<file path="config.mk">
export PLATFORM = sky130hd
export DESIGN_NAME = glyph_rle_nibble_decoder
export DESIGN_NICKNAME = d
export VERILOG_FILES = /design/src/sv/grle_pkg.sv /design/src/sv/grle_ctrl.sv /design/src/sv/grle_dp.sv /design/src/sv/glyph_rle_nibble_decoder.sv
export SDC_FILE = /design/constraint.sdc
export NUM_CORES = 1
export LEC_CHECK = 0
export BUFFER_PORTS_ARGS = -buffer_cell sky130_fd_sc_hd__buf_2
export CORE_ASPECT_RATIO = 0.8
export CORE_MARGIN = 4
export CORE_UTILIZATION = 59
export DETAILED_ROUTE_END_ITERATION = 16
export MAX_ROUTING_LAYER = met4
export PLACE_DENSITY = 0.82
export SETUP_SLACK_MARGIN = 0.15
export SYNTH_ARGS = -nofsm -noshare
export SYNTH_HDL_FRONTEND = slang
export SYNTH_HIERARCHICAL = 1
export SYNTH_SLANG_ARGS = --single-unit
</file>
<file path="constraint.sdc">
create_clock -name clk -period 7.74 [get_ports clk]
set_clock_uncertainty 0.15 [all_clocks]
set_input_delay 0.774 -clock clk [delete_from_list [all_inputs] [get_ports clk]]
set_output_delay 0.774 -clock clk [all_outputs]
set_load 0.005 [all_outputs]
</file>
<file path="src/sv/grle_pkg.sv">
package grle_pkg;

	// stream parse mode
	typedef enum logic [1:0] {
		MODE_HEADER  = 2'd0,
		MODE_REPEAT  = 2'd1,
		MODE_LITERAL = 2'd2,
		MODE_PAD     = 2'd3
	} mode_t;

	// controller sequencing
	typedef enum logic [1:0] {
		ST_IDLE  = 2'd0,
		ST_RUN   = 2'd1,
		ST_FLUSH = 2'd2,
		ST_EMPTY = 2'd3
	} state_t;

	typedef enum logic {
		ACT_DATA   = 1'b0,
		ACT_FINISH = 1'b1
	} action_t;

	// register indexes
	localparam logic [0:0] CFG_WIDTH  = 1'b0;
	localparam logic [0:0] CFG_HEIGHT = 1'b1;

	localparam int unsigned PIX_W       = 8;
	localparam int unsigned PIX_PER_RES = 4;
	localparam int unsigned CNT_W       = 3;
	// padding stops once this many pixels went out for one finish request
	localparam logic [8:0]  PAD_PIX_LIMIT = 9'd255;
	localparam int unsigned HDR_REP_BIT   = 7;

	typedef logic [PIX_W-1:0] pix_t;

	typedef struct packed {
		logic hdr_rep;    // load run length from header
		logic hdr_lit;    // load literal count from header
		logic lit_dec;    // one literal byte consumed
		logic lit_cnt;    // literal run is a single byte
		logic clr_run;    // drop pending run length
		logic load_byte;  // latch data byte, open a new request
		logic start_pad;  // latch zero byte, open a padding request
		logic step;       // place one packed byte
		logic pad;        // current request is padding
		logic flush;      // send leftover pixel
		logic empty;      // send empty done result
		logic rearm;      // clear glyph position and counts
	} cmd_t;

	typedef struct packed {
		logic full;
		logic hdr_rep;
		logic hdr_zero;
		logic lit_one;
		logic last_byte;
		logic full_after;
		logic flush_needed;
		logic out_free;
	} sts_t;

	// 4-bit coverage times 17 is the nibble repeated
	function automatic pix_t pix_widen(input logic [3:0] nib);
		pix_widen = {nib, nib};
	endfunction

endpackage

</file>
<file path="src/sv/grle_ctrl.sv">
module grle_ctrl (
	input  logic           clk,
	input  logic           arst_n,
	input  logic           in_valid,
	input  logic           in_action,
	output logic           in_ready,
	input  grle_pkg::sts_t sts,
	output grle_pkg::cmd_t cmd
);
	import grle_pkg::*;

	state_t state_q, state_d;
	mode_t  mode_q, mode_d;
	logic   in_fire;

	assign in_ready = (state_q == ST_IDLE);
	assign in_fire  = in_valid && in_ready;

	always_ff @(posedge clk or negedge arst_n) begin
		if (!arst_n) begin
			state_q <= ST_IDLE;
			mode_q  <= MODE_HEADER;
		end else begin
			state_q <= state_d;
			mode_q  <= mode_d;
		end
	end

	// next state
	always_comb begin
		state_d = state_q;
		mode_d  = mode_q;
		case (state_q)
			ST_IDLE: begin
				if (in_fire) begin
					if (in_action == ACT_FINISH) begin
						if (sts.full) begin
							mode_d  = MODE_HEADER;
							state_d = ST_EMPTY;
						end else begin
							mode_d  = MODE_PAD;
							state_d = ST_RUN;
						end
					end else begin
						case (mode_q)
							MODE_HEADER: begin
								if (sts.hdr_rep) mode_d = MODE_REPEAT;
								else if (!sts.hdr_zero) mode_d = MODE_LITERAL;
							end
							MODE_REPEAT: begin
								mode_d = MODE_HEADER;
								if (!sts.full) state_d = ST_RUN;
							end
							MODE_LITERAL: begin
								if (sts.lit_one) mode_d = MODE_HEADER;
								if (!sts.full) state_d = ST_RUN;
							end
							default: ;
						endcase
					end
				end
			end
			ST_RUN: begin
				if (sts.out_free && sts.last_byte) begin
					if (mode_q == MODE_PAD && sts.full_after) mode_d = MODE_HEADER;
					state_d = sts.flush_needed ? ST_FLUSH : ST_IDLE;
				end
			end
			ST_FLUSH: begin
				if (sts.out_free) state_d = ST_IDLE;
			end
			ST_EMPTY: begin
				if (sts.out_free) state_d = ST_IDLE;
			end
			default: state_d = ST_IDLE;
		endcase
	end

	// commands
	always_comb begin
		cmd = '0;
		cmd.pad = (mode_q == MODE_PAD);
		case (state_q)
			ST_IDLE: begin
				if (in_fire) begin
					if (in_action == ACT_FINISH) begin
						if (sts.full) cmd.rearm = 1'b1;
						else cmd.start_pad = 1'b1;
					end else begin
						case (mode_q)
							MODE_HEADER: begin
								cmd.hdr_rep = sts.hdr_rep;
								cmd.hdr_lit = !sts.hdr_rep && !sts.hdr_zero;
							end
							MODE_REPEAT: begin
								cmd.load_byte = 1'b1;
								cmd.clr_run   = sts.full;
							end
							MODE_LITERAL: begin
								cmd.load_byte = 1'b1;
								cmd.lit_dec   = 1'b1;
								cmd.lit_cnt   = !sts.full;
							end
							default: ;
						endcase
					end
				end
			end
			ST_RUN: begin
				cmd.step  = sts.out_free;
				cmd.rearm = sts.out_free && sts.last_byte &&
					(mode_q == MODE_PAD) && sts.full_after;
			end
			ST_FLUSH: cmd.flush = sts.out_free;
			ST_EMPTY: cmd.empty = sts.out_free;
			default: ;
		endcase
	end

endmodule

</file>
<file path="src/sv/grle_dp.sv">
module grle_dp (
	input  logic           clk,
	input  logic           arst_n,
	input  logic           cfg_we,
	input  logic [0:0]     cfg_idx,
	input  logic [7:0]     cfg_data,
	input  logic [7:0]     in_byte,
	input  grle_pkg::cmd_t cmd,
	output grle_pkg::sts_t sts,
	output logic           m_tvalid,
	input  logic           m_tready,
	output logic [39:0]    m_tdata,
	output logic           m_tlast,
	output logic           m_tuser
);
	import grle_pkg::*;

	logic [7:0] width_q, height_q;
	logic [6:0] col_q;
	logic [7:0] row_q;
	logic [6:0] lit_q;
	logic [7:0] run_q;
	logic [8:0] npix_q;
	logic [7:0] byte_q;
	logic       done_q;

	// partial result of the current request
	pix_t       pk_q [PIX_PER_RES];
	logic [1:0] fill_q;

	// output register
	logic             ov_q;
	pix_t             opix_q [PIX_PER_RES];
	logic [CNT_W-1:0] ocnt_q;
	logic             olast_q, odone_q;

	logic [8:0]       w_inc;
	logic [7:0]       stride, row_inc, row_nxt;
	logic             last_col, two, full_now, full_after, last_byte;
	logic [8:0]       npix_after;
	logic [2:0]       tot;
	pix_t             p_lo, p_hi;
	pix_t             comb_pix [PIX_PER_RES+1];
	logic             emit, run_last_now, done_now, out_free;
	logic [CNT_W-1:0] rcnt;

	assign w_inc    = {1'b0, width_q} + 9'd1;
	assign stride   = w_inc[8:1];
	assign last_col = ({1'b0, col_q} + 8'd1) >= stride;
	assign two      = !(last_col && width_q[0]);
	assign row_inc  = row_q + 8'd1;
	assign row_nxt  = last_col ? row_inc : row_q;

	assign full_now   = (width_q == 8'd0) || (height_q == 8'd0) || (row_q >= height_q);
	assign full_after = (width_q == 8'd0) || (height_q == 8'd0) || (row_nxt >= height_q);

	assign npix_after = npix_q + (two ? 9'd2 : 9'd1);
	assign last_byte  = cmd.pad ? (full_after || npix_after >= PAD_PIX_LIMIT)
	                            : (run_q == 8'd1 || full_after);

	assign p_lo = pix_widen(byte_q[3:0]);
	assign p_hi = pix_widen(byte_q[7:4]);
	assign tot  = {1'b0, fill_q} + (two ? 3'd2 : 3'd1);

	// merge new pixels behind the held ones
	always_comb begin
		for (int i = 0; i <= PIX_PER_RES; i++) begin
			if (3'(i) == {1'b0, fill_q}) comb_pix[i] = p_lo;
			else if (two && 3'(i) == ({1'b0, fill_q} + 3'd1)) comb_pix[i] = p_hi;
			else if (i < PIX_PER_RES) comb_pix[i] = pk_q[i];
			else comb_pix[i] = '0;
		end
	end

	assign emit         = (tot >= 3'd4) || last_byte;
	assign rcnt         = (tot >= 3'd4) ? 3'd4 : tot;
	assign run_last_now = last_byte && (tot <= 3'd4);
	assign done_now     = cmd.pad && full_after;
	assign out_free     = !ov_q || m_tready;

	always_comb begin
		sts              = '0;
		sts.full         = full_now;
		sts.hdr_rep      = in_byte[HDR_REP_BIT];
		sts.hdr_zero     = (in_byte == 8'd0);
		sts.lit_one      = (lit_q == 7'd1);
		sts.last_byte    = last_byte;
		sts.full_after   = full_after;
		sts.flush_needed = last_byte && (tot == 3'd5);
		sts.out_free     = out_free;
	end

	// config and glyph position
	always_ff @(posedge clk or negedge arst_n) begin
		if (!arst_n) begin
			width_q  <= '0;
			height_q <= '0;
			col_q    <= '0;
			row_q    <= '0;
			lit_q    <= '0;
			run_q    <= '0;
			npix_q   <= '0;
			fill_q   <= '0;
			done_q   <= 1'b0;
			ov_q     <= 1'b0;
		end else begin
			if (cfg_we) begin
				case (cfg_idx)
					CFG_WIDTH:  width_q  <= cfg_data;
					CFG_HEIGHT: height_q <= cfg_data;
					default: ;
				endcase
			end
			if (cmd.hdr_rep) run_q <= 8'd0 - in_byte;
			if (cmd.hdr_lit) lit_q <= in_byte[6:0];
			if (cmd.lit_dec) lit_q <= lit_q - 7'd1;
			if (cmd.lit_cnt) run_q <= 8'd1;
			if (cmd.clr_run) run_q <= '0;
			if (cmd.load_byte || cmd.start_pad) npix_q <= '0;
			if (cmd.step) begin
				if (!cmd.pad) run_q <= run_q - 8'd1;
				npix_q <= npix_after;
				done_q <= done_now;
				if (tot >= 3'd4) fill_q <= tot[1:0];
				else if (last_byte) fill_q <= '0;
				else fill_q <= tot[1:0];
			end
			if (cmd.flush) fill_q <= '0;
			// rearm wins over the position step of the same cycle
			if (cmd.rearm) begin
				col_q <= '0;
				row_q <= '0;
				lit_q <= '0;
				run_q <= '0;
			end else if (cmd.step) begin
				if (last_col) begin
					col_q <= '0;
					row_q <= row_inc;
				end else begin
					col_q <= col_q + 7'd1;
				end
			end
			if ((cmd.step && emit) || cmd.flush || cmd.empty) ov_q <= 1'b1;
			else if (m_tready) ov_q <= 1'b0;
		end
	end

	// payload
	always_ff @(posedge clk) begin
		if (cmd.load_byte) byte_q <= in_byte;
		if (cmd.start_pad) byte_q <= '0;
		if (cmd.step) begin
			if (tot >= 3'd4) pk_q[0] <= comb_pix[PIX_PER_RES];
			else for (int i = 0; i < PIX_PER_RES; i++) pk_q[i] <= comb_pix[i];
		end
		if (cmd.step && emit) begin
			for (int i = 0; i < PIX_PER_RES; i++)
				opix_q[i] <= (3'(i) < rcnt) ? comb_pix[i] : '0;
			ocnt_q  <= rcnt;
			olast_q <= run_last_now;
			odone_q <= run_last_now && done_now;
		end else if (cmd.flush) begin
			opix_q[0] <= pk_q[0];
			for (int i = 1; i < PIX_PER_RES; i++) opix_q[i] <= '0;
			ocnt_q  <= 3'd1;
			olast_q <= 1'b1;
			odone_q <= done_q;
		end else if (cmd.empty) begin
			for (int i = 0; i < PIX_PER_RES; i++) opix_q[i] <= '0;
			ocnt_q  <= 3'd0;
			olast_q <= 1'b1;
			odone_q <= 1'b1;
		end
	end

	assign m_tvalid = ov_q;
	assign m_tdata  = {5'd0, ocnt_q, opix_q[3], opix_q[2], opix_q[1], opix_q[0]};
	assign m_tlast  = olast_q;
	assign m_tuser  = odone_q;

endmodule

</file>
<file path="src/sv/glyph_rle_nibble_decoder.sv">
// channel   dir  handshake          payload
// s_*       in   s_tvalid/s_tready  tdata: data_byte; tuser: action
// m_*       out  m_tvalid/m_tready  tdata: pixel_0..3, pixel_count; tlast: run_last;
//                                   tuser: glyph_done
// cfg_*     in   cfg_we             cfg_idx selects width (0) or height (1)
//
// A header byte, an ignored byte or a data byte on a full glyph is only accepted.
// A literal byte is accepted and then placed as one packed byte. A finish on a
// full glyph is accepted and then answered with the empty done result.
// Repeat runs place up to 128 packed bytes and padding up to 255 (one pixel per
// byte at width one), one byte per cycle while the output register is free;
// any leftover pixel is flushed last. The longest request is 255 padding bytes.
// Reset clears the parse mode, glyph position and both size registers.
// A full output register stalls placement until m_tready takes the result.
module glyph_rle_nibble_decoder (
	input  logic        clk,
	input  logic        arst_n,
	// input requests
	input  logic        s_tvalid,
	output logic        s_tready,
	input  logic [7:0]  s_tdata,   // [7:0] data_byte
	input  logic        s_tuser,   // [0] action: 0 data byte, 1 finish glyph
	// pixel results
	output logic        m_tvalid,
	input  logic        m_tready,
	output logic [39:0] m_tdata,   // [7:0] pixel_0, [15:8] pixel_1, [23:16] pixel_2,
	                               // [31:24] pixel_3, [34:32] pixel_count, rest zero
	output logic        m_tlast,   // run_last: last result of the input request
	output logic        m_tuser,   // [0] glyph_done
	// register writes
	input  logic        cfg_we,
	input  logic [0:0]  cfg_idx,
	input  logic [7:0]  cfg_data
);
	import grle_pkg::*;

	cmd_t cmd;
	sts_t sts;

	// parse mode and sequencing
	grle_ctrl u_ctrl (
		.clk       (clk),
		.arst_n    (arst_n),
		.in_valid  (s_tvalid),
		.in_action (s_tuser),
		.in_ready  (s_tready),
		.sts       (sts),
		.cmd       (cmd)
	);

	// counters, pixel packing and output register
	grle_dp u_dp (
		.clk      (clk),
		.arst_n   (arst_n),
		.cfg_we   (cfg_we),
		.cfg_idx  (cfg_idx),
		.cfg_data (cfg_data),
		.in_byte  (s_tdata),
		.cmd      (cmd),
		.sts      (sts),
		.m_tvalid (m_tvalid),
		.m_tready (m_tready),
		.m_tdata  (m_tdata),
		.m_tlast  (m_tlast),
		.m_tuser  (m_tuser)
	);

endmodule
</file>
**Word-level counts from Yosys, hierarchy flattened**

Memory sizes are Yosys's and may differ from the RTL's.
Cells that the tools add are included.

- $add $sub $neg: 10
- $mul: 0
- Divide/modulo/power cells: 0
- $lt $le $gt $ge: 10
- Eq/ne operators: 25
- Shifts and indexed selects: 0
- Multiplexer cells: 107
- Bitwise operators: 10
- Reductions and logical operators: 51

Operators with widths:

| operator | count |
|---|---|
| $mux 8 | 31 |
| $mux 7 | 8 |
| $mux 2 | 24 |
| $mux 1 | 33 |
| $ge 8x8->1 | 3 |
| $logic_not 8->1 | 3 |
| $mux 9 | 2 |
| $logic_and 1x1->1 | 16 |
| $mux 3 | 4 |
| $pmux 2 s3 | 2 |
| $logic_or 1x1->1 | 10 |
| $ne 5x5->1 const B | 2 |
| $reduce_bool 2->1 | 5 |
| $add 8x1->9 const B | 1 |
| $add 9x9->9 | 1 |
| $ge 9x8->1 const B | 1 |
| $or 1x1->1 | 9 |
| $add 7x1->8 const B | 1 |
| $add 8x1->8 const B | 1 |
| $eq 2x2->1 const B | 4 |
| $eq 8x1->1 const B | 1 |
| $sub 1x8->8 const A | 1 |
| $sub 8x1->8 const B | 1 |
| $add 7x1->7 const B | 1 |
| other kinds (31) | 48 |

- Register bits: 76
- Bits in latches: 0
- Bits in writable memories: 64
- ROM bits: 0
- Logic and storage cells: 231
- Memories kept: 2

Memory list:

| memory | words | bits a word | rd ports | clocked after memory_dff | wr ports | line | RTL |
|---|---|---|---|---|---|---|---|
| u_dp.opix_q | 4 | 8 | 4 | 0 | 4 | grle_dp.sv:33 | `pix_t opix_q [PIX_PER_RES];` |
| u_dp.pk_q | 4 | 8 | 4 | 0 | 4 | grle_dp.sv:28 | `pix_t pk_q [PIX_PER_RES];` |

**Longest topological paths before layout**

- Word-level depth: 14
- Depth in mapped cells: 27
- Mapped depth without buffers: 25

**Hierarchy**

The synthesis kept the hierarchy.

By module, submodules not included:

| module | instances | cells an instance | area each (um^2) |
|---|---|---|---|
| grle_dp | 1 | 760 | 7711.1 |
| grle_ctrl | 1 | 59 | 466.7 |

**Worst setup path after synthesis**

Ideal clock, no wire load.

- Path type: register -> register
- Start: register u_dp.width_q[4]
- End: register u_dp.row_q[1]
- Arrival: 4.952 ns
- Required time: 7.471 ns
- Path slack: 2.519 ns
- Stages on the path, launching flop included: 28
- Period minus slack after synthesis: 5.221 ns
- Cell sequence: dfrtp_1 > and3_1 > nand3_1 > or2_2 > xor2_1 > ha_1 > o21ai_0 > o21bai_1 > a211o_1 > nand2_1 > inv_1 > ha_1 > inv_1 > fa_1 > xor2_1 > nor3b_1 > nand3_1 > o211ai_4 > nor2_1 > inv_1 > buf_4 > and3_1 > nand3_1 > a21oi_1 > clkbuf_1 > buf_1 > nor2_1 > o21a_1

RTL lines:

| element | line | RTL |
|---|---|---|
| start: declaration | grle_dp.sv:18 | `logic [7:0] width_q, height_q;` |
| start signal: assignment | grle_dp.sv:109 | `CFG_WIDTH: width_q <= cfg_data;` |
| end signal: assignment | grle_dp.sv:138 | `row_q <= row_inc;` |
| end: declaration | grle_dp.sv:20 | `logic [7:0] row_q;` |

==> results by group <==
Min path
  • Worst hold start: u_dp/opix_q[2][6]
  • Hold depth: 2
  • Worst min-delay path class: register to register
  • Hold Path End: u_dp/opix_q[2][6]

Drt
  • Iter 0 DRT Violations: around 670
  • Via density: approximately 6.1
  • Vias: 6487
  • Routed WL per cell: 18.2 um
  • DRT Wirelength: 19.3 mm
  • First drt pass iteration count: 7
  • Antenna-violating nets left: 0
  • DR DRC count: 0

Finish
  • Fin cells: 1058
  • Most common cell after layout, fill and taps aside: nor2_1
  • Fin area: 0.00910 mm2
  • Diode count: 0
  • Layout cells sized above 1: 16.1%
  • Layout area overhead: 11.2%
  • Most frequent cells in the layout: nor2_1 (83), dfrtp_1 (63), buf_2 (61)
  • Layout Nets: 930

Global route
  • First-pass GRT wire length: 31.4 mm
  • Largest net degree at the start of global routing: 64
  • Grt total ovfl: 0
  • All-Layer GR Usage: 25.4%
  • Initial antenna violation count: 0
  • Vias in the first global route: between 6000 and 7000

Clock network
  • Clock sinks: 140
  • Clock root cell: clkbuf_16
  • H-tree level count: 4
  • Cts bufs inserted: 17
  • TritonCTS clock tree: done
  • Number of gates resized after CTS: 0
  • Hold_buf cts: 0
  • Skew-Pair Late Insertion Delay: around 430 ps
  • Max Root-Sink Buffers: 2
  • Post-CTS setup buffer count: 0
  • Worst-path clk slew: 60 ps

Logic synthesis
  • Library cells used by synthesis: 73
  • #FFs+latches synth: 140
  • Syn_area_per_cell: between 9 and 10 um2
  • Async SR Flop Fraction: between 40% and 50%
  • Post-synthesis sequential area ratio: 43.6%
  • YS warnings: 6
  • Post-Syn Area: 0.00818 mm2
  • Post-Syn Instances: 819
  • Most used DFF post-synth: dfrtp_1
  • Post-synth EDFFs: 45

Critical path
  • Crit-path cells: ha_1 -> nand3_1 -> xnor2_1 -> ha_1 -> a211oi_1 -> o21bai_1 -> a21o_1 -> a21oi_2 -> nor3_1 -> xor2_1 -> ha_1 -> a211oi_2 -> nor2_1 -> a2111oi_4 -> o21ai_4 -> nor2_1 -> inv_1 -> and3_1 -> nand3_1 -> a21oi_2 -> buf_4 -> a2111oi_4 -> a21oi_1 -> a31oi_1
  • Critical path arrival: 6390 ps
  • Reg2reg start: u_dp/col_q[0]
  • Reg2reg end: u_dp/col_q[2]
  • Most used cell, CP: ha_1
  • Crit path largest cell delay: between 600 and 700 ps
  • Reg2Reg Depth: 24
  • Critical path launch point type: register
  • Worst EP required: ~7900 ps
  • Reg2reg setup slack: 1540 ps
  • Kind of critical path: register to register
  • CP max FO: 29
  • Worst Setup End Kind: register
  • Critical path's slowest cell: a2111oi_4

Pwr
  • Leakage: 3.85 nW
  • Logic gate share of total power: 42.4%
  • Switch Pwr: 1.46 mW
  • PwrDens: 401 mW/mm2
  • Internal power: around 2.2 mW
  • Switch share: 40.0%
  • Flop pwr share: about 37%
  • VDD IR max: 0.000228 V
  • Clk network pwr share: 20.8%

STA
  • Max-slew violations: 0
  • Hold Slack: 308 ps
  • Relative slew slack: around a quarter
  • Final setup viols: 0
  • Final worst slack: 1540 ps
  • Sum Neg Setup Slack: 0 ps
  • Min cycle time layout: 6200 ps
  • Final period utilization: 80.1%
  • Peak Freq: 0.161 GHz
  • Worst-Margin Slew: 1120 ps
  • Final Hold Vio Count: 0
  • Unrepaired setup endpoints after global routing: no

Floorplan
  • Core ar.: ~0.014 mm2
  • Starting Density: 60.4%
  • Die H: 113 um
  • Die ar.: 0.0158 mm2
  • Die Span X: 140 um
  • Io pins: 67
  • # rows: 38

Placed design
  • GPL Wtd Cong: 0.951
  • Placed Area: roughly 0.0085 mm2
  • DP Cell Count: just over 1000
  • DP HPWL: 13.1 mm
  • Dpl ws: around 1700 ps
  • Port bufs: 61

Flow run
  • Max Cap Viol: 0

Outcome
  • Status: finished clean
==> cells in the mapped netlist, drive strengths merged (6+ instances only) <==
cell | instances | area [um2]
o31ai | 6 | 58.8
o211ai | 11 | 101
ha | 40 | 500
a21oi | 51 | 259
xnor2 | 16 | 140
clkbuf | 22 | 82.6
nor3b | 12 | 90.1
o21a | 12 | 90.1
nor3 | 27 | 135
o21ai | 36 | 195
nor2 | 83 | 312
edfxtp | 45 | 1350
o22a | 6 | 52.6
o2bb2ai | 8 | 70.1
nand2 | 43 | 169
a31oi | 6 | 37.5
nand3 | 20 | 100
a32o | 8 | 80.1
or3 | 6 | 38.8
dfrtp | 63 | 1580
dfxtp | 32 | 641
a211oi | 10 | 85.1
xor2 | 16 | 140
nand2b | 18 | 113
inv | 40 | 150
mux2i | 35 | 350
a2bb2oi | 8 | 70.1
nand4 | 6 | 37.5
and2 | 9 | 56.3
buf | 22 | 144
and3 | 9 | 57.6
nor2b | 12 | 75.1
mux2 | 23 | 259
==> worst max-delay path, delay by kind of cell (launching register included) <==
family                   cells  cell delay, ps
adder cells (fa/ha/maj)      3             870
XOR/XNOR                     2             430
AO/OA/AOI/OAI               11            3080
AND/OR/NAND/NOR              6             870
buffers and inverters        2             310
flip-flops                   1             420
==> per-layer routing <==
metal  vias up  track usage (%)  part of all wire, %
li1       3052                -                    -
met1      3138             34.2                   45
met2       258             37.9                   46
met3        39             6.51                  6.9
met4         0             8.33                  1.9
met5         -                -                    0
==> logic make-up after synthesis <==
| logic type | Yosys count | share of synthesized area (%) |
|---|---|---|
| simple gates | 275 | 17.4 |
| compound gates | 187 | 16.8 |
| flops | 140 | 43.6 |
| buf+inv | 84 | 4.61 |
| mux | 58 | 7.45 |
| fa+ha+maj | 42 | 6.61 |
| xor+xnor | 32 | 3.43 |
| other cells | 1 | 0.0459 |
==> state kept, by name, summed over array words and instances (netlist names) <==
name	cells
u_dp/opix_q	32
u_dp/pk_q	32
u_dp/npix_q	9
u_dp/byte_q	8
u_dp/height_q	8
u_dp/row_q	8
u_dp/run_q	8
u_dp/width_q	8
u_dp/col_q	7
u_dp/lit_q	7
u_dp/ocnt_q	3
u_ctrl/mode_q	2
u_ctrl/state_q	2
u_dp/fill_q	2
u_dp/done_q	1
u_dp/m_tlast	1
u_dp/m_tuser	1
u_dp/m_tvalid	1
==> worst max-delay path by stage <==
stage | from | to | slack (ps)
floorplan | u_dp/width_q[4] | u_dp/row_q[1] | 2520
global placement | u_dp/col_q[0] | u_dp/col_q[5] | 1940
detailed placement | u_dp/col_q[0] | u_dp/col_q[5] | 1720
CTS | u_dp/col_q[0] | u_dp/col_q[5] | 1620
global route | u_dp/col_q[0] | u_dp/col_q[5] | 1070
finish | u_dp/col_q[0] | u_dp/col_q[2] | 1540
==> area by class of cell <==
type / count / area (um2)
Multi-Input combinational cell: 599 / 4250
Timing Repair Buffer: 67 / 350
Clock buffer: 18 / 429
Inverter: 40 / 150
Sequential cell: 140 / 3570
Clock inverter: 14 / 123
Fill cell: 1039 / 4450
Tap cell: 180 / 225
==> per-stage QoR <==
stage / utilization, % / total power [mW]
after CTS: 67.1 / 3.63
after floorplan: - / 2.44
after global routing: 67.1 / 3.89
final: 67.1 / 3.65
after detailed placement: 63.1 / 2.85
after global placement: 63.1 / 2.78
==> power by group through the flow <==
stage	Combinational [mW]	Sequential, mW	Clock (mW)
2_1_floorplan	1.17	1.28	0
3_3_place_gp	1.45	1.33	0
3_5_place_dp	1.50	1.34	0
4_1_cts	1.53	1.33	0.769
5_1_grt	1.71	1.38	0.806
6_report	1.55	1.34	0.759
Power figures use the tool's default switching activity.
